===== src/design/disk_request_scheduler_assert.svh =====
// assertion macros for the disk request scheduler
`ifndef DISK_REQUEST_SCHEDULER_ASSERT_SVH
`define DISK_REQUEST_SCHEDULER_ASSERT_SVH

// same-cycle implication
`define DRS_ASSERT_IMP(lbl, ante, cons, msg) \
	lbl: assert property (@(posedge clk) disable iff (!arst_n) (ante) |-> (cons)) \
		else $error(msg);

// next-cycle implication
`define DRS_ASSERT_NXT(lbl, ante, cons, msg) \
	lbl: assert property (@(posedge clk) disable iff (!arst_n) (ante) |=> (cons)) \
		else $error(msg);

`endif


===== src/design/drs_pkg.sv =====
package drs_pkg;

	localparam int MAX_REQUESTS = 64;
	localparam int IDX_W = (MAX_REQUESTS > 1) ? $clog2(MAX_REQUESTS) : 1;
	localparam int CNT_W = $clog2(MAX_REQUESTS + 1);

	localparam int CFG_IDX_W = 2;
	localparam int CFG_DATA_W = 8;

	localparam logic [7:0] RESET_START_TRACK = 8'd100;
	localparam logic [2:0] RESET_START_SECTOR = 3'd0;

	localparam logic [8:0] COST_BASE = 9'd110;
	localparam logic [8:0] LATENCY_OFFSET = 9'd10;

	typedef enum logic [CFG_IDX_W-1:0] {
		CFG_POLICY       = 2'd0,
		CFG_START_TRACK  = 2'd1,
		CFG_START_SECTOR = 2'd2
	} cfg_reg_t;

	typedef enum logic {
		POLICY_FCFS = 1'b0,
		POLICY_SSTF = 1'b1
	} policy_t;

	typedef struct packed {
		logic [15:0] arrival_time;
		logic [7:0]  track;
		logic [2:0]  sector;
		logic        last_request;
	} req_t;

	typedef struct packed {
		logic [6:0]  request_number;
		logic [8:0]  latency_tenths;
		logic [19:0] finish_time_tenths;
		logic        last;
	} rsp_t;

	typedef struct packed {
		logic [15:0] arrival;
		logic [7:0]  track;
		logic [2:0]  sector;
	} entry_t;

	typedef struct packed {
		logic load;
		logic init;
		logic scan_clear;
		logic scan_issue;
		logic fetch;
		logic latch_pick;
		logic jump;
		logic commit;
	} dp_cmd_t;

	typedef struct packed {
		logic policy_sstf;
		logic scan_last;
		logic best_found;
		logic out_free;
		logic last_pick;
	} dp_status_t;

	function automatic logic [19:0] times_ten(input logic [15:0] a);
		return 20'({a, 3'b000}) + 20'({a, 1'b0});
	endfunction

	function automatic logic [8:0] cost_of(input logic [7:0] t, input logic [2:0] s,
		input logic [7:0] ht, input logic [2:0] hs);
		logic [7:0] track_gap;
		logic [2:0] rot;
		logic [6:0] rot10;
		track_gap = (t > ht) ? (t - ht) : (ht - t);
		rot = s - hs;
		rot10 = 7'({rot, 3'b000}) + 7'({rot, 1'b0});
		return COST_BASE + 9'(track_gap) + 9'(rot10);
	endfunction

endpackage


===== src/design/drs_ctrl.sv =====
module drs_ctrl (
	input  logic                 clk,
	input  logic                 arst_n,
	input  logic                 req_accept,
	input  logic                 req_last,
	input  drs_pkg::dp_status_t  status,
	output drs_pkg::dp_cmd_t     cmd,
	output logic                 req_stall
);

	typedef enum logic [7:0] {
		S_LOAD     = 8'b0000_0001,
		S_INIT     = 8'b0000_0010,
		S_SCAN     = 8'b0000_0100,
		S_SCAN_END = 8'b0000_1000,
		S_DECIDE   = 8'b0001_0000,
		S_FETCH    = 8'b0010_0000,
		S_LATCH    = 8'b0100_0000,
		S_COMMIT   = 8'b1000_0000
	} state_t;

	state_t state_q;
	state_t state_d;

	always_comb begin
		cmd = '0;
		state_d = state_q;
		case (state_q)
			S_LOAD: begin
				cmd.load = req_accept;
				if (req_accept && req_last) begin
					state_d = S_INIT;
				end
			end
			S_INIT: begin
				cmd.init = 1'b1;
				cmd.scan_clear = 1'b1;
				state_d = status.policy_sstf ? S_SCAN : S_FETCH;
			end
			S_SCAN: begin
				cmd.scan_issue = 1'b1;
				if (status.scan_last) begin
					state_d = S_SCAN_END;
				end
			end
			S_SCAN_END: begin
				state_d = S_DECIDE;
			end
			S_DECIDE: begin
				if (status.best_found) begin
					state_d = S_COMMIT;
				end else begin
					// nothing has arrived yet: idle until the earliest arrival
					cmd.jump = 1'b1;
					cmd.scan_clear = 1'b1;
					state_d = S_SCAN;
				end
			end
			S_FETCH: begin
				cmd.fetch = 1'b1;
				state_d = S_LATCH;
			end
			S_LATCH: begin
				cmd.latch_pick = 1'b1;
				state_d = S_COMMIT;
			end
			S_COMMIT: begin
				if (status.out_free) begin
					cmd.commit = 1'b1;
					if (status.last_pick) begin
						state_d = S_LOAD;
					end else begin
						cmd.scan_clear = 1'b1;
						state_d = status.policy_sstf ? S_SCAN : S_FETCH;
					end
				end
			end
			default: begin
				state_d = S_LOAD;
			end
		endcase
	end

	always_ff @(posedge clk or negedge arst_n) begin
		if (!arst_n) begin
			state_q <= S_LOAD;
		end else begin
			state_q <= state_d;
		end
	end

	assign req_stall = !(state_q == S_LOAD);

endmodule


===== src/design/drs_datapath.sv =====
module drs_datapath (
	input  logic                            clk,
	input  logic                            arst_n,
	input  logic                            cfg_write,
	input  logic [drs_pkg::CFG_IDX_W-1:0]   cfg_index,
	input  logic [drs_pkg::CFG_DATA_W-1:0]  cfg_data,
	input  drs_pkg::req_t                   req,
	input  drs_pkg::dp_cmd_t                cmd,
	output drs_pkg::dp_status_t             status,
	input  logic                            rsp_stall,
	output logic                            rsp_valid,
	output drs_pkg::rsp_t                   rsp
);

	localparam int IW = drs_pkg::IDX_W;
	localparam int CW = drs_pkg::CNT_W;

	logic        policy_q;
	logic [7:0]  start_track_q;
	logic [2:0]  start_sector_q;

	drs_pkg::entry_t mem [drs_pkg::MAX_REQUESTS];
	drs_pkg::entry_t rd_data_s1;
	logic [IW-1:0]   rd_addr;
	logic            mem_we;

	logic [CW-1:0]                    count_q;
	logic [CW-1:0]                    done_q;
	logic [drs_pkg::MAX_REQUESTS-1:0] served_q;
	logic [7:0]                       head_track_q;
	logic [2:0]                       head_sector_q;
	logic [19:0]                      clock_q;

	logic [CW-1:0] scan_addr_q;
	logic          scan_valid_s1;
	logic [IW-1:0] scan_idx_s1;

	logic          best_found_q;
	logic [IW-1:0] best_idx_q;
	logic [8:0]    best_cost_q;
	logic [7:0]    best_track_q;
	logic [2:0]    best_sector_q;
	logic [19:0]   best_arr10_q;
	logic          min_found_q;
	logic [19:0]   min_arr_q;

	logic [19:0] arr10_s1;
	logic [8:0]  cost_s1;
	logic        open_s1;
	logic        take_best;
	logic        take_min;
	logic [19:0] base_time;
	logic [19:0] finish_time;
	logic        last_pick;

	logic          rsp_valid_q;
	drs_pkg::rsp_t rsp_q;

	// configuration
	always_ff @(posedge clk or negedge arst_n) begin
		if (!arst_n) begin
			policy_q <= drs_pkg::POLICY_SSTF;
			start_track_q <= drs_pkg::RESET_START_TRACK;
			start_sector_q <= drs_pkg::RESET_START_SECTOR;
		end else if (cfg_write) begin
			case (cfg_index)
				drs_pkg::CFG_POLICY:       policy_q <= cfg_data[0];
				drs_pkg::CFG_START_TRACK:  start_track_q <= cfg_data;
				drs_pkg::CFG_START_SECTOR: start_sector_q <= cfg_data[2:0];
				default: begin
				end
			endcase
		end
	end

	// request store
	assign mem_we = cmd.load && (count_q < CW'(drs_pkg::MAX_REQUESTS));
	assign rd_addr = cmd.fetch ? done_q[IW-1:0] : scan_addr_q[IW-1:0];

	always_ff @(posedge clk) begin
		if (mem_we) begin
			mem[count_q[IW-1:0]] <= '{arrival: req.arrival_time, track: req.track,
				sector: req.sector};
		end
		rd_data_s1 <= mem[rd_addr];
	end

	// candidate evaluation
	assign arr10_s1 = drs_pkg::times_ten(rd_data_s1.arrival);
	assign cost_s1 = drs_pkg::cost_of(rd_data_s1.track, rd_data_s1.sector,
		head_track_q, head_sector_q);
	assign open_s1 = scan_valid_s1 && !served_q[scan_idx_s1];
	assign take_best = open_s1 && (arr10_s1 <= clock_q) &&
		(!best_found_q || (cost_s1 < best_cost_q));
	assign take_min = open_s1 && (!min_found_q || (arr10_s1 < min_arr_q));

	assign base_time = (clock_q >= best_arr10_q) ? clock_q : best_arr10_q;
	assign finish_time = base_time + 20'(best_cost_q);
	assign last_pick = (done_q + CW'(1)) == count_q;

	always_ff @(posedge clk or negedge arst_n) begin
		if (!arst_n) begin
			scan_addr_q <= '0;
			scan_valid_s1 <= 1'b0;
			best_found_q <= 1'b0;
			min_found_q <= 1'b0;
		end else begin
			scan_valid_s1 <= cmd.scan_issue;
			if (cmd.scan_clear) begin
				scan_addr_q <= '0;
				best_found_q <= 1'b0;
				min_found_q <= 1'b0;
			end else begin
				if (cmd.scan_issue) begin
					scan_addr_q <= scan_addr_q + CW'(1);
				end
				if (cmd.latch_pick || take_best) begin
					best_found_q <= 1'b1;
				end
				if (take_min) begin
					min_found_q <= 1'b1;
				end
			end
		end
	end

	always_ff @(posedge clk) begin
		scan_idx_s1 <= scan_addr_q[IW-1:0];
		if (cmd.latch_pick || take_best) begin
			best_idx_q <= cmd.latch_pick ? done_q[IW-1:0] : scan_idx_s1;
			best_cost_q <= cost_s1;
			best_track_q <= rd_data_s1.track;
			best_sector_q <= rd_data_s1.sector;
			best_arr10_q <= arr10_s1;
		end
		if (take_min) begin
			min_arr_q <= arr10_s1;
		end
	end

	// batch state
	always_ff @(posedge clk or negedge arst_n) begin
		if (!arst_n) begin
			count_q <= '0;
			done_q <= '0;
			served_q <= '0;
			head_track_q <= drs_pkg::RESET_START_TRACK;
			head_sector_q <= drs_pkg::RESET_START_SECTOR;
			clock_q <= '0;
		end else begin
			if (mem_we) begin
				count_q <= count_q + CW'(1);
			end
			if (cmd.init) begin
				done_q <= '0;
				served_q <= '0;
				head_track_q <= start_track_q;
				head_sector_q <= start_sector_q;
				clock_q <= '0;
			end
			if (cmd.jump) begin
				clock_q <= min_arr_q;
			end
			if (cmd.commit) begin
				served_q[best_idx_q] <= 1'b1;
				head_track_q <= best_track_q;
				head_sector_q <= best_sector_q;
				clock_q <= finish_time;
				done_q <= done_q + CW'(1);
				if (last_pick) begin
					count_q <= '0;
				end
			end
		end
	end

	// result register
	always_ff @(posedge clk or negedge arst_n) begin
		if (!arst_n) begin
			rsp_valid_q <= 1'b0;
		end else if (cmd.commit) begin
			rsp_valid_q <= 1'b1;
		end else if (!rsp_stall) begin
			rsp_valid_q <= 1'b0;
		end
	end

	always_ff @(posedge clk) begin
		if (cmd.commit) begin
			rsp_q.request_number <= 7'(best_idx_q) + 7'd1;
			rsp_q.latency_tenths <= best_cost_q - drs_pkg::LATENCY_OFFSET;
			rsp_q.finish_time_tenths <= finish_time;
			rsp_q.last <= last_pick;
		end
	end

	assign rsp_valid = rsp_valid_q;
	assign rsp = rsp_q;

	assign status.policy_sstf = policy_q == drs_pkg::POLICY_SSTF;
	assign status.scan_last = scan_addr_q == (count_q - CW'(1));
	assign status.best_found = best_found_q;
	assign status.out_free = !rsp_valid_q || !rsp_stall;
	assign status.last_pick = last_pick;

endmodule


===== src/design/disk_request_scheduler.sv =====
// channel   direction  handshake            payload
// req       in         req_valid/req_stall  drs_pkg::req_t
// rsp       out        rsp_valid/rsp_stall  drs_pkg::rsp_t
// cfg       in         cfg_write            cfg_index, cfg_data
//
// requests load one per cycle between batches; init follows the last one
// fcfs: fetch, latch, commit per result; sstf: scan, scan end, decide, commit per
// result, and again scan, scan end, decide while idling to the earliest arrival
// the store has a single read port and sstf walks it one entry per cycle
// no clearing pass after reset; req is stalled while a batch is being serviced
// a stalled result holds the last scheduling step, never the loading of requests
`include "disk_request_scheduler_assert.svh"

module disk_request_scheduler (
	input  logic                            clk,
	input  logic                            arst_n,
	input  logic                            req_valid,
	output logic                            req_stall,
	input  drs_pkg::req_t                   req,
	output logic                            rsp_valid,
	input  logic                            rsp_stall,
	output drs_pkg::rsp_t                   rsp,
	input  logic                            cfg_write,
	input  logic [drs_pkg::CFG_IDX_W-1:0]   cfg_index,
	input  logic [drs_pkg::CFG_DATA_W-1:0]  cfg_data
);

	drs_pkg::dp_cmd_t    cmd;
	drs_pkg::dp_status_t status;
	logic                req_accept;

	assign req_accept = req_valid && !req_stall;

	drs_ctrl u_ctrl (
		.clk        (clk),
		.arst_n     (arst_n),
		.req_accept (req_accept),
		.req_last   (req.last_request),
		.status     (status),
		.cmd        (cmd),
		.req_stall  (req_stall)
	);

	drs_datapath u_datapath (
		.clk       (clk),
		.arst_n    (arst_n),
		.cfg_write (cfg_write),
		.cfg_index (cfg_index),
		.cfg_data  (cfg_data),
		.req       (req),
		.cmd       (cmd),
		.status    (status),
		.rsp_stall (rsp_stall),
		.rsp_valid (rsp_valid),
		.rsp       (rsp)
	);

	`DRS_ASSERT_IMP(a_commit_slot_free, cmd.commit, !rsp_valid || !rsp_stall, "result overwritten")
	`DRS_ASSERT_IMP(a_commit_has_pick, cmd.commit, status.best_found, "commit without a pick")
	`DRS_ASSERT_NXT(a_last_stalls, req_accept && req.last_request, req_stall, "batch not started")

endmodule

===== config.mk =====
export PLATFORM = sky130hd
export DESIGN_NAME = disk_request_scheduler
export DESIGN_NICKNAME = d
export VERILOG_FILES = /design/src/design/drs_pkg.sv /design/src/design/drs_ctrl.sv /design/src/design/drs_datapath.sv /design/src/design/disk_request_scheduler.sv
export VERILOG_INCLUDE_DIRS = /design/src /design/src/design
export SDC_FILE = /design/constraint.sdc
export NUM_CORES = 2
export LEC_CHECK = 0
export BUFFER_PORTS_ARGS = -buffer_cell sky130_fd_sc_hd__buf_2
export CORE_ASPECT_RATIO = 0.75
export CORE_MARGIN = 1.5
export CORE_UTILIZATION = 63
export DETAILED_ROUTE_END_ITERATION = 10
export GPL_TIMING_DRIVEN = 1
export HOLD_SLACK_MARGIN = 0.08
export PLACE_DENSITY = 0.79
export SYNTH_ARGS = -nofsm -noshare
export SYNTH_HDL_FRONTEND = slang
export SYNTH_HIERARCHICAL = 1
export SYNTH_SLANG_ARGS = --single-unit

===== constraint.sdc =====
create_clock -name clk -period 7.8 [get_ports clk]
set_input_delay 1.56 -clock clk [delete_from_list [all_inputs] [get_ports clk]]
set_output_delay 1.56 -clock clk [all_outputs]
set_load 0.02 [all_outputs]

# Yosys cells after proc, flatten, opt, wreduce, memory -nomap -nowiden
# Memories as Yosys holds them, arrays and structs flattened. A register that Yosys moved wholly into a read port is not among the register bits.
# Cells that the tools add are included.
[totals]
register_bits = 249
ramBits = 1728
inputBits = 43
out_inout_bits = 39
n_memories = 1
[memory_table]
columns = ["name", "words", "word_bits", "rd", "rd_clocked_by_memory_dff", "write_ports", "line", "rtl"]
rows = [
  ["u_datapath.mem", 64, 27, 1, 1, 1, "drs_datapath.sv:22", "drs_pkg::entry_t mem [drs_pkg::MAX_REQUESTS];"],
]
[op_classes]
addsub = 14
magnitude_cmp = 9
n_eq_ne = 16
n_mux = 51
bitwise_logic = 1
n_reduce_logical = 28
[op_table]
columns = ["operator", "n"]
rows = [
  ["$mux 64", 2],
  ["$mux 20", 4],
  ["$mux 8", 8],
  ["$or 64x64->64", 1],
  ["$pmux 8 s8", 1],
  ["$mux 7", 7],
  ["$add 7x1->7 const B", 3],
  ["$mux 1", 21],
  ["$add 19x17->20", 1],
  ["$add 20x9->20", 1],
  ["$ge 20x20->1", 1],
  ["$le 20x20->1", 1],
  ["$lt 20x20->1", 1],
  ["$mux 6", 3],
  ["$sub 8x8->8", 2],
  ["$eq 7x7->1", 2],
  ["$lt 6x7->1 const B", 2],
  ["$add 7x8->9 const A", 1],
  ["$add 9x7->9", 1],
  ["$lt 9x9->1", 1],
  ["$sub 9x4->9 const B", 1],
  ["$eq 8x1->1 const B", 1],
  ["$eq 8x2->1 const B", 1],
  ["$eq 8x3->1 const B", 1],
  ["other kinds (28)", 51],
]

# Longest topological paths before layout
[logic_depth]
ltp_word = 10
ltp_mapped = 25
mapped_depth_nobuf = 24

# Modules after synthesis
# The synthesis kept the hierarchy.
[modules_own_cells]
columns = ["module", "instances", "cells_each", "area_per_inst_um2"]
rows = [
  ["drs_datapath", 1, 4419, 81027.7],
  ["drs_ctrl", 1, 72, 638.1],
  ["disk_request_scheduler", 1, 1, 13.8],
]

# Worst setup path before layout
# OpenSTA, ideal clock, no wires.
[synth_timing]
kind = "register -> register"
startpoint = "reg u_datapath.head_track_q[0]"
endpoint = "reg u_datapath.best_arr10_q[10] (enable)"
setup_ns = 0.412
arrival_time_ns = 5.977
required_ns = 7.388
slack_ns = 1.411
path_stages_with_launch = 24
path_buffers = 1
period_less_slack_ns = 6.389
cell_sequence = "dfrtp_1 ha_1 inv_1 fa_1 a211oi_1 o21ai_0 a31oi_1 nor2_1 buf_1 a31oi_1 nand2_1 xnor2_1 ha_1 inv_1 fa_1 ha_1 fa_1 xor2_1 ha_1 a211oi_1 o21ai_0 o211ai_1 a21oi_1 o21bai_2"
[synth_between]
elab_chain_cells = 8
word_cells_on_any_way = 10
[synth_lines]
columns = ["item", "line", "rtl"]
rows = [
  ["start: declaration", "drs_datapath.sv:30", "logic [7:0] head_track_q;"],
  ["start signal: assignment", "drs_datapath.sv:147", "head_track_q <= drs_pkg::RESET_START_TRACK;"],
  ["start signal: assignment", "drs_datapath.sv:157", "head_track_q <= start_track_q;"],
  ["start signal: assignment", "drs_datapath.sv:166", "head_track_q <= best_track_q;"],
  ["$sub 8x8->8 / $gt 8x8->1 (equally long branches)", "drs_pkg.sv:75", "track_gap = (t > ht) ? (t - ht) : (ht - t);"],
  ["$mux 8 *", "drs_pkg.sv:75", ""],
  ["$add 7x8->9 *", "drs_pkg.sv:78", "return COST_BASE + 9'(track_gap) + 9'(rot10);"],
  ["$add 9x7->9 *", "drs_pkg.sv:78", ""],
  ["net u_datapath.cost_s1[5]", "drs_datapath.sv:48", "logic [8:0] cost_s1;"],
  ["$lt 9x9->1 *", "drs_datapath.sv:94", "(!best_found_q || (cost_s1 < best_cost_q));"],
  ["$logic_or 1x1->1 *", "drs_datapath.sv:94", ""],
  ["$logic_and 1x1->1 *", "drs_datapath.sv:93", "assign take_best = open_s1 && (arr10_s1 <= clock_q) &&"],
  ["$logic_or 1x1->1 *", "drs_datapath.sv:129", "if (cmd.latch_pick || take_best) begin"],
  ["end signal: assignment", "drs_datapath.sv:134", "best_arr10_q <= arr10_s1;"],
  ["end: declaration", "drs_datapath.sv:43", "logic [19:0] best_arr10_q;"],
]
# The timed path passes the listed nets; every way through them passes the cells marked *.
# A chain may end at the register's enable or synchronous reset.

# Final worst setup path
[layout_timing]
startpoint = "reg, netlist name u_datapath/rd_data_s1[3]"
endpoint = "reg u_datapath.best_idx_q[5] (enable)"
[layout_between]
elab_chain_cells = 8
word_cells_on_any_way = 10
[layout_lines]
columns = ["item", "line", "rtl"]
rows = [
  ["$sub 8x8->8 / $gt 8x8->1 (equally long branches)", "drs_pkg.sv:75", ""],
  ["$mux 8 *", "drs_pkg.sv:75", ""],
  ["$add 7x8->9 *", "drs_pkg.sv:78", ""],
  ["$add 9x7->9 *", "drs_pkg.sv:78", ""],
  ["net u_datapath.cost_s1[5]", "drs_datapath.sv:48", ""],
  ["$lt 9x9->1 *", "drs_datapath.sv:94", ""],
  ["$logic_or 1x1->1 *", "drs_datapath.sv:94", ""],
  ["$logic_and 1x1->1 *", "drs_datapath.sv:93", ""],
  ["$logic_or 1x1->1 *", "drs_datapath.sv:129", ""],
  ["end signal: assignment", "drs_datapath.sv:130", "best_idx_q <= cmd.latch_pick ? done_q[IW-1:0] : scan_idx_s1;"],
  ["end: declaration", "drs_datapath.sv:39", "logic [IW-1:0] best_idx_q;"],
]
# Marked as above.

==> flow_summary_export.csv <==
group,metric,value,unit
die,core,129000,um2
clocking,cts_resized,0,
clocking,postCtsSetupBuffers,0,
drt,final_antenna_net_count,0,
clocking,hold_buffers,0,
job,maxCapViolations,0,
die,die_x,419,um
power_and_ir_drop,ir_worst_vdd,753,uV
timing,min_period_over_period,85.5,%
clocking,clkLatencyLatePin,0.81,ns
worst_setup_path,crit_path_max_incr_delay,0.58,ns
logic_synthesis,synth_area_leaders,"edfxtp_1 (67%), mux4_2 (12%), dfrtp_1 (4.0%)",
status,status,"complete, no violations",
timing,hold_viol,0,
timing,relSlewSlack,11.8,%
drt,wl_per_cell,29.8,um
placed_design,portBuffers,81,
drt,finalWirelength,194000,um
logic_synthesis,ys_top_cells_by_count,"edfxtp_1 (1829), mux4_2 (449), nand2_1 (303)",
timing,setup-violations-final,0,
placed_design,place_congestion,0.872,
timing,period_needed,6.67,ns
power_and_ir_drop,pwr-share-comb,36.1,%
logic_synthesis,yosysMostFrequentCell,"edfxtp_1",
placed_design,place_area,84500,um2
power_and_ir_drop,leakage,30.0,nW
global_routing,grt_pass1_vias,44100,
drt,route.vias.total,43700,
global_routing,antenna_found_initial,8,
die,dieArea,132000,um2
timing,fin_tns_setup,0,ns
worst_setup_path,end_kind,"register",
worst_setup_path,cp.required,8.22,ns
clocking,numClockSinks,2002,
logic_synthesis,yosys_warnings,6,
drt,drtPass1Iterations,6,
cells_and_area,nets,4781,
logic_synthesis,syn-instance-count,4492,
die,rows,114,
power_and_ir_drop,p_switching,11.4,mW
timing,skew,0.0321,ns
logic_synthesis,synth.avg_cell_area,18.2,um2
clocking,cts_tree,"done",
hold_path,worstHoldStart,"u_datapath/rd_data_s1[10]",
clocking,cts.clk_slew.worst_paths,0.06,ns
worst_setup_path,startpoint,"u_datapath/rd_data_s1[3]",
die,ios,82,
global_routing,grt_overflow,0,
placed_design,hpwl,105000,um
placed_design,post-place-ws,1.19,ns
clocking,root_buffer,"clkbuf_16",
logic_synthesis,postSynth.asyncResetShare,6.99,%
power_and_ir_drop,p_seq_share,38.1,%
global_routing,grt_usage,29.8,%
logic_synthesis,synth_ff_type,"edfxtp_1",
timing,fmax,150,MHz
logic_synthesis,yosysTopAreaCellShare,67.2,%
drt,vias_per_cell,6.72,
worst_setup_path,crit_chain,"inv_1 -> ha_1 -> inv_1 -> fa_1 -> a211oi_1 -> o21ai_0 -> a31oi_1 -> nor2_1 -> a221oi_1 -> nand2_1 -> xnor2_1 -> ha_1 -> inv_1 -> fa_1 -> ha_1 -> fa_1 -> xor2_1 -> ha_1 -> a211oi_1 -> o21ai_0 -> o211ai_1 -> a21oi_1 -> o21bai_4 -> buf_4",
clocking,clock_path_buffers,3,
timing,final_max_slew_viol_count,0,
logic_synthesis,synth-edff-count,1829,
drt,drcViolationCount,0,
power_and_ir_drop,clock_power_share,25.8,%
power_and_ir_drop,power.total,34.1,mW
cells_and_area,area_growth,10.6,%
power_and_ir_drop,p_int,22.7,mW
worst_setup_path,crit_top_cell,"ha_1",
logic_synthesis,yosysSeqAreaShare,72.4,%
worst_setup_path,cp.arrival,7.09,ns
worst_setup_path,crit_path_top_delay_cell,"a221oi_1",
drt,first_iter_violations,5888,
timing,tightest_slew,1.32,ns
worst_setup_path,critPathKind,"register to register",
logic_synthesis,synth_top_cell_by_area,"edfxtp_1",
logic_synthesis,syn-num-nets,4666,
power_and_ir_drop,power_density,378,nW/um2
worst_setup_path,startpoint_type,"register",
global_routing,grt_max_degree,91,
hold_path,hold_class,"register to register",
logic_synthesis,yosys.cell_types.count,82,
die,start_util,63.4,%
die,die_h,315,um
cells_and_area,fin_area,90300,um2
timing,rsz0062_at_grt,"false",
clocking,cts_buffers,177,
timing,layout_setup_ws,1.13,ns
worst_setup_path,crit_fanout,45,
global_routing,grt_pass1_wl,286000,um
clocking,htree_num_levels,4,
worst_setup_path,r2r-start,"u_datapath/rd_data_s1[3]",
logic_synthesis,synth_seq_cells,2002,
cells_and_area,layout-drive-gt1-share,21.5,%
logic_synthesis,syn_area,81700,um2
power_and_ir_drop,swShare,33.5,%
path summary, 6_finish.rpt:
check / to / slack (ns) / cells after the start
min in group asynchronous: u_datapath/clock_q[19] / 0.76 / 1
worst max-delay path: u_datapath/best_idx_q[5] / 1.13 / 24
worst max register to register: u_datapath/best_idx_q[5] / 1.13 / 24
worst min register to register: u_datapath/best_track_q[7] / 0.45 / 0
max in group asynchronous: u_datapath/served_q[39] / 5.58 / 2
worst min-delay path: u_datapath/best_track_q[7] / 0.45 / 0
flip-flops by register name (all words and copies together) (netlist names), 6 cells and up:
signal and cells:
u_datapath/start_track_q 8, u_datapath/clock_q 20, u_datapath/scan_idx_s1 6, u_datapath/served_q 64
u_datapath/mem 1728, u_datapath/scan_addr_q 7, u_datapath/done_q 7, u_datapath/min_arr_q 19
u_datapath/head_track_q 8, u_datapath/count_q 7, u_datapath/best_cost_q 9, u_datapath/best_track_q 8
u_datapath/best_arr10_q 19, u_datapath/rsp 37, u_datapath/rd_data_s1 27, u_datapath/best_idx_q 6
u_ctrl/state_q 8
cell type report:
| type | count | area, um2 |
|---|---|---|
| Sequential cell | 2002 | 59100 |
| Multi-Input combinational cell | 2061 | 21200 |
| Antenna cell | 6 | 15.0 |
| Clock buffer | 230 | 4800 |
| Clock inverter | 95 | 978 |
| Fill cell | 7666 | 38500 |
| Tap cell | 1740 | 2180 |
| Timing Repair Buffer | 187 | 1400 |
| Inverter | 178 | 668 |
logic make-up (layout without fill, tap and decap cells):
kind of cell	Yosys count	after routing	share of synthesized area, %
AOI/OAI and AO/OA	587	587	4.80
xor gates and xnor gates	93	93	0.997
adders and majority gates	131	131	2.07
buffers and inverters	429	690	2.19
DFF	2002	2002	72.4
muxes	512	512	13.3
other	0	6	0
and+or+nand+nor	738	738	4.31
critical path, delay by kind of cell (launching register included):
kind / cells / cell delay (ns)
xor gates and xnor gates: 2 / 0.38
adders and majority gates: 7 / 2.29
AOI/OAI and AO/OA: 9 / 2.09
and+or+nand+nor: 2 / 0.40
DFF: 1 / 0.33
buffers and inverters: 4 / 0.77
per-stage QoR:
stage	hold slack [ns]	cells	util, %
finish	0.447	6499	70.1
global route	0.469	6494	70.1
CTS	0.455	6493	70.1
detailed placement	0.437	6168	65.6
global placement	0.423	6168	65.6
floorplan	0.345	4492	-
per-layer routing:
layer,part of all wire (%),track usage (%)
met2,48,46.4
met5,0.042,0.252
met4,3.4,11.1
met3,10,5.50
met1,39,43.0
power groups by stage:
stage | Clock [mW] | Sequential [mW] | Combinational (mW)
3_5_place_dp | 0 | 13.2 | 12.1
5_1_grt | 9.30 | 13.0 | 13.5
3_3_place_gp | 0 | 13.2 | 11.9
2_1_floorplan | 0 | 12.9 | 8.83
6_report | 8.81 | 13.0 | 12.3
4_1_cts | 8.90 | 13.0 | 12.3
cell usage in the layout, fill, tap and decap left out, drive strengths merged, types with 8 or more instances in the layout:
cell type  count
clkinvlp       9
a31oi         60
inv          181
mux2i         36
a21o          29
or3           14
nand2        303
edfxtp      1829
o22ai         63
xnor2         69
nor3          47
nand2b        18
dfxtp         33
a211oi       144
and2         113
dfrtp        132
clkbuf       230
nand3         30
clkinv        64
xor2          24
mux4         453
bufinv        19
dfstp          8
buf          187
a21oi        120
nor2b         14
a311oi        55
o21ai         63
nand4         19
ha           124
nor4          11
mux2          23
nor2         135
No activity file was read; power rests on OpenSTA's default activity.
